### config.mk
export PLATFORM = sky130hd
export DESIGN_NAME = chps_front
export DESIGN_NICKNAME = d
export VERILOG_FILES = /design/src/rtl/core/chps_pkg.sv /design/src/rtl/core/chps_front.sv
export SDC_FILE = /design/constraint.sdc
export NUM_CORES = 1
export LEC_CHECK = 0
export ABC_AREA = 1
export CORE_UTILIZATION = 25
export CTS_CLUSTER_SIZE = 30
export DETAILED_ROUTE_END_ITERATION = 12
export DONT_BUFFER_PORTS = 1
export HOLD_SLACK_MARGIN = 0.15
export PLACE_DENSITY_LB_ADDON = 0.1
export SLEW_MARGIN = 20
export SYNTH_ARGS = -nofsm -noshare
export SYNTH_HDL_FRONTEND = slang
export SYNTH_SLANG_ARGS = --single-unit
### constraint.sdc
create_clock -name clk -period 5.1 [get_ports clk]
set_clock_uncertainty 0.1 [all_clocks]
set_input_delay 0.51 -clock clk [delete_from_list [all_inputs] [get_ports clk]]
set_output_delay 0.51 -clock clk [all_outputs]
set_load 0.03 [all_outputs]
### src/rtl/core/chps_pkg.sv
// Shared types and constants for the chained hash set.
// Holds the request classes and the table of growth primes.
// No dependencies.
`default_nettype none

package chps_pkg;

    typedef enum logic [1:0] {
        OP_INSERT   = 2'd0,
        OP_DELETE   = 2'd1,
        OP_CONTAINS = 2'd2,
        OP_CLEAR    = 2'd3
    } op_t;

    localparam int START_BUCKETS = 11;
    localparam int TOTAL_W       = 11;
    localparam int PRIME_COUNT   = 14;
    localparam int PRIME_W       = 17;

    localparam logic [PRIME_W-1:0] GROW_PRIMES [PRIME_COUNT] = '{
        17'd11, 17'd19, 17'd37, 17'd67, 17'd131, 17'd283, 17'd521,
        17'd1033, 17'd2053, 17'd4099, 17'd8219, 17'd16427,
        17'd32771, 17'd65581
    };

    // First prime whose power-of-two base exceeds count plus one; zero if none.
    function automatic logic [PRIME_W-1:0] grow_prime(input logic [PRIME_W-1:0] count);
        logic [PRIME_W:0]   limit;
        logic [PRIME_W-1:0] pick;
        logic               hit;
        limit = {1'b0, count} + 18'd1;
        pick  = '0;
        hit   = 1'b0;
        for (int i = 0; i < PRIME_COUNT; i++)
        begin
            if (!hit && ((18'd8 << i) > limit))
            begin
                pick = GROW_PRIMES[i];
                hit  = 1'b1;
            end
        end
        return pick;
    endfunction

endpackage

`default_nettype wire

### src/rtl/core/chps_front.sv
// Front end: takes request items, classifies them and queues them two deep.
// Depends on chps_pkg.
`default_nettype none

module chps_front
    import chps_pkg::*;
#(
    parameter int KEY_BITS = 64
) (
    input  wire logic                clk,
    input  wire logic                rst_n,
    input  wire logic                in_valid,
    output logic                     in_stall,
    input  wire logic [1:0]          req_type,
    input  wire logic [63:0]         element,
    output logic                     q_valid,
    output op_t                      q_op,
    output logic      [KEY_BITS-1:0] q_key,
    input  wire logic                q_pop
);

    op_t               op_q  [2];
    logic [KEY_BITS-1:0] key_q [2];
    logic [1:0]        count_reg;
    logic              rd_ptr_reg;
    logic              wr_ptr_reg;
    logic              push;
    op_t               op_class;

    always_comb
    begin
        case (req_type)
            2'd0:    op_class = OP_INSERT;
            2'd1:    op_class = OP_DELETE;
            2'd2:    op_class = OP_CONTAINS;
            default: op_class = OP_CLEAR;
        endcase
    end

    assign in_stall = (count_reg == 2'd2);
    assign push     = in_valid && !in_stall;
    assign q_valid  = (count_reg != 2'd0);
    assign q_op     = op_q[rd_ptr_reg];
    assign q_key    = key_q[rd_ptr_reg];

    always_ff @(posedge clk)
    begin
        if (push)
        begin
            op_q[wr_ptr_reg]  <= op_class;
            key_q[wr_ptr_reg] <= element[KEY_BITS-1:0];
        end
    end

    always_ff @(posedge clk or negedge rst_n)
    begin
        if (!rst_n)
        begin
            count_reg  <= '0;
            rd_ptr_reg <= 1'b0;
            wr_ptr_reg <= 1'b0;
        end
        else
        begin
            if (push)
            begin
                wr_ptr_reg <= !wr_ptr_reg;
            end
            if (q_pop)
            begin
                rd_ptr_reg <= !rd_ptr_reg;
            end
            count_reg <= count_reg + 2'(push) - 2'(q_pop);
        end
    end

endmodule

`default_nettype wire

# == Word-level counts from Yosys, hierarchy flattened ==
# Memory sizes are Yosys's and may differ from the RTL's.
# Index checks and enable logic that the tools add are counted.
# totals
ff_bits,4
mem_count,2
elab_cells,19
mem_bits_rw,132
input_bits,70
out_inout_bits,68
# memory_table
memory,depth,width,read_ports,rd_ports_with_merged_regs,write_ports,line,text
key_q,2,64,1,0,1,chps_front.sv:23,logic [KEY_BITS-1:0] key_q [2];
op_q,2,2,1,0,1,chps_front.sv:22,op_t op_q [2];
# classes
muxes,3
addsub,2
n_eq_ne,3
n_reduce_logical,6
# ops
op,count
$pmux 2 s3,1
$eq 2x2->1 const B,2
$logic_not 1->1,3
$add 2x1->2,1
$eq 2x1->1 const B,1
$logic_not 2->1,1
$mux 1,2
$reduce_bool 2->1,1
$sub 2x1->2,1
$logic_and 1x1->1,1

# == Longest topological paths before layout ==
# depth
ltp_word,5
depth_mapped,9
mapped_depth_nobuf,9

# == Worst setup path after synthesis ==
# Ideal clock, no wire load.
# synth_path
kind,input to register
from,input in_valid
to,"memory key_q[1][0], enable pin"
arrival_time_ps,3351
cell_stages,2
n_path_buf,0
setup_ps,490
required_ps,4510
setup_slack_ps,1159
path_cell_list,nand2_1 -> nor2_1
# synth_between
elab_chain_len,3
# synth_lines
element,line,text
from (decl),chps_front.sv:12,"input wire logic in_valid,"
$logic_and 1x1->1,chps_front.sv:41,assign push = in_valid && !in_stall;
$mux 1,chps_front.sv:48,if (push)
$mux 1 (implied by the code),chps_front.sv:51,key_q[wr_ptr_reg] <= element[KEY_BITS-1:0];
to (decl),chps_front.sv:23,
# No other way between the ends.

# == Worst setup path after layout ==
# layout_path
from,register rd_ptr_reg
to,output q_key[41]
# layout_between
elab_chain_len,1
# layout_lines
element,line,text
from (decl),chps_front.sv:25,logic rd_ptr_reg;
from (signal assigned),chps_front.sv:71,rd_ptr_reg <= !rd_ptr_reg;
$mem_v2 2x64,-,
to (decl),chps_front.sv:18,"output logic [KEY_BITS-1:0] q_key,"
# No other way between the ends.

==> results_dict.tcl <==
set metrics [dict create \
    dr.pass1.iters 4 \
    final_antenna_net_count 0 \
    synthTopCellsByArea "edfxtp_1 77%, o21ai_0 6.4%, nand2_1 5.6%" \
    worst_pin_slew_ns 1.09 \
    fin_crit_ns 3.01 \
    start_util 0.255 \
    worstSkewPairLatency_ns 0.41 \
    clock-sinks 136 \
    cp-start-kind "flip-flop" \
    die_x_microns 145 \
    antenna_cells 0 \
    place_congestion 0.718 \
    cts_buffer_depth 2 \
    core_area_sq_um 20200 \
    ys_seq_area_frac 0.791 \
    arrival_ns 2.40 \
    intPower_w 0.00244 \
    ys_ff_latch 136 \
    syn_inst 374 \
    power_frac_seq 0.401 \
    cts-htree-levels 4 \
    startpoint "rd_ptr_reg" \
    slew_viol_final 0 \
    cp_max_fo 65 \
    required_ns 4.49 \
    track_usage 0.0980 \
    vias 2806 \
    critical_path_class "reg -> out" \
    finalHoldViolCount 0 \
    pwr-share-clk 0.295 \
    post_drt_wl_per_cell_microns 13.2 \
    drive_above_1_share 0.0799 \
    via_per_inst 3.83 \
    antenna_found_initial 0 \
    period_share 0.590 \
    cts.repair.resized 0 \
    rows 52 \
    dp_hpwl_mm 5.74 \
    drcViolationCount 0 \
    wl_mm 9.70 \
    portBuffers 0 \
    outcome "finished, final reports clean" \
    synth_top_area_share 0.772 \
    hold_ws_ns 0.208 \
    timing.rr.start "count_reg[1]" \
    p_leak_nw 2.55 \
    drtIter0Drc 157 \
    end_kind "primary output" \
    grt_remaining_overflow 0 \
    ios 138 \
    slew_headroom 0.267 \
    largest_reg_flops 128 \
    fp.dieArea_sq_um 21100 \
    path_clk_slew_ns 0.06 \
    peakVddDrop_mv 0.223 \
    fin_nets 522 \
    cts_tree "yes" \
    die_h_microns 145 \
    synth_top_area_cell "edfxtp_1" \
    p_comb_frac 0.305 \
    min_from "in_valid" \
    switchingPower_w 0.00163 \
    cts_buffers 17 \
    grt_pass1_vias 2966 \
    grt_max_degree 111 \
    synth_cell_types 13 \
    yosysWarnings 0 \
    areaGrowthSynthToFinish_pct 29.8 \
    setup_tns_ns 0 \
    rsz0062_at_grt "no" \
    power.density_nw_per_um2 611 \
    synth_nets 446 \
    syn-cell-area_sq_um 5140 \
    fmax_ghz 0.332 \
    drv_cap 0 \
    min-delay-path-class "in -> reg" \
    switching_share 0.400 \
    grt_pass1_wl_mm 15.5 \
    fill_cells 2011 \
    root_buffer "clkbuf_16" \
    setup_viol 0 \
    synth.avg_cell_area_sq_um 13.7 \
]
[placed cells by master (no fill, tap or decap)]
| cell | synthesis | layout |
|---|---|---|
| o21ai_0 | 66 | 65 |
| clkinv_2 | 0 | 3 |
| clkinv_1 | 0 | 3 |
| nand2_1 | 76 | 76 |
| nor2_4 | 0 | 1 |
| buf_4 | 1 | 4 |
| dfrtp_4 | 0 | 1 |
| edfxtp_1 | 132 | 132 |
| inv_6 | 0 | 4 |
| inv_1 | 74 | 73 |
| dlygate4sd3_1 | 0 | 68 |
| dfrtp_1 | 4 | 3 |
| ha_1 | 2 | 2 |
| xor2_1 | 1 | 1 |
| clkbuf_16 | 0 | 17 |
| bufinv_16 | 0 | 2 |
| o21ai_1 | 0 | 1 |
| buf_16 | 0 | 1 |
| clkinvlp_4 | 0 | 1 |
| clkinv_4 | 0 | 3 |
| nand3_1 | 2 | 2 |
[critical path, stage by stage (launching register included)]
cell     delay [ns]
dfrtp_4        0.67
buf_16         0.28
buf_4          0.24
o21ai_0        0.78
[path summary, 6_finish.rpt]
check / slack (ns) / depth (start not counted) / end
worst max register to register: 2.73 / 4 / key_q[1][40]
min in group asynchronous: 0.28 / 1 / rd_ptr_reg
max in group asynchronous: 4.42 / 1 / rd_ptr_reg
worst max-delay path: 2.09 / 3 / q_key[41]
worst min-delay path: 0.21 / 2 / wr_ptr_reg
worst min register to register: 0.37 / 2 / wr_ptr_reg
[power by group through the flow]
stage | registers, W | clock network, W | logic [W]
2_1_floorplan | 0.00161 | 0 | 0.00110
6_report | 0.00163 | 0.00120 | 0.00124
3_3_place_gp | 0.00173 | 0 | 0.00114
4_1_cts | 0.00171 | 0.00124 | 0.00119
5_1_grt | 0.00167 | 0.00129 | 0.00136
3_5_place_dp | 0.00173 | 0 | 0.00114
[Yosys cell counts, drive strengths merged]
cell type and n:
ha 2, edfxtp 132, o21ai 66, clkbuf 14
nand2 76, nand3 2, xor2 1, nor2 1
inv 74, dfrtp 4, buf 2
[repair_timing]
item,CTS,global route
hold endpoints to repair,137,0
hold buffers,68,0
setup buffers,0,0
[cell type report]
type	count	area (sq um)	share of cell area
Clock buffer	17	425	0.0638
Clock inverter	15	150	0.0225
Inverter	74	279	0.0418
Multi-Input combinational cell	148	671	0.101
Sequential cell	136	4070	0.610
Tap cell	270	338	0.0507
Timing Repair Buffer	73	738	0.111
[per-stage QoR]
step | setup slack [ns] | cell area, sq um | util | cells | power (W)
4_1_cts | 1.99 | 6640 | 0.329 | 732 | 0.00415
3_5_place_dp | 2.44 | 5390 | 0.267 | 632 | 0.00288
5_1_grt | 1.95 | 6670 | 0.331 | 733 | 0.00432
6_report | 2.09 | 6670 | 0.331 | 733 | 0.00407
3_3_place_gp | 2.46 | 5390 | 0.267 | 632 | 0.00287
2_1_floorplan | 1.16 | 5140 | - | 374 | 0.00271
[kinds of logic after synthesis]
kind of cell    synth area share
simple gates              0.0582
fa+ha+maj                0.00487
compound gates            0.0643
buf+inv                   0.0797
flops                      0.791
xor+xnor                 0.00171
[metal layers]
metal | vias to the layer above | share of wire | GRT usage
met3 | 11 | 0.092 | 0.0530
met1 | 1298 | 0.42 | 0.109
met5 | - | 0 | 0
met4 | 0 | 0.017 | 0.0458
met2 | 92 | 0.47 | 0.154
li1 | 1405 | - | -
(Power assumes the default switching activity.)
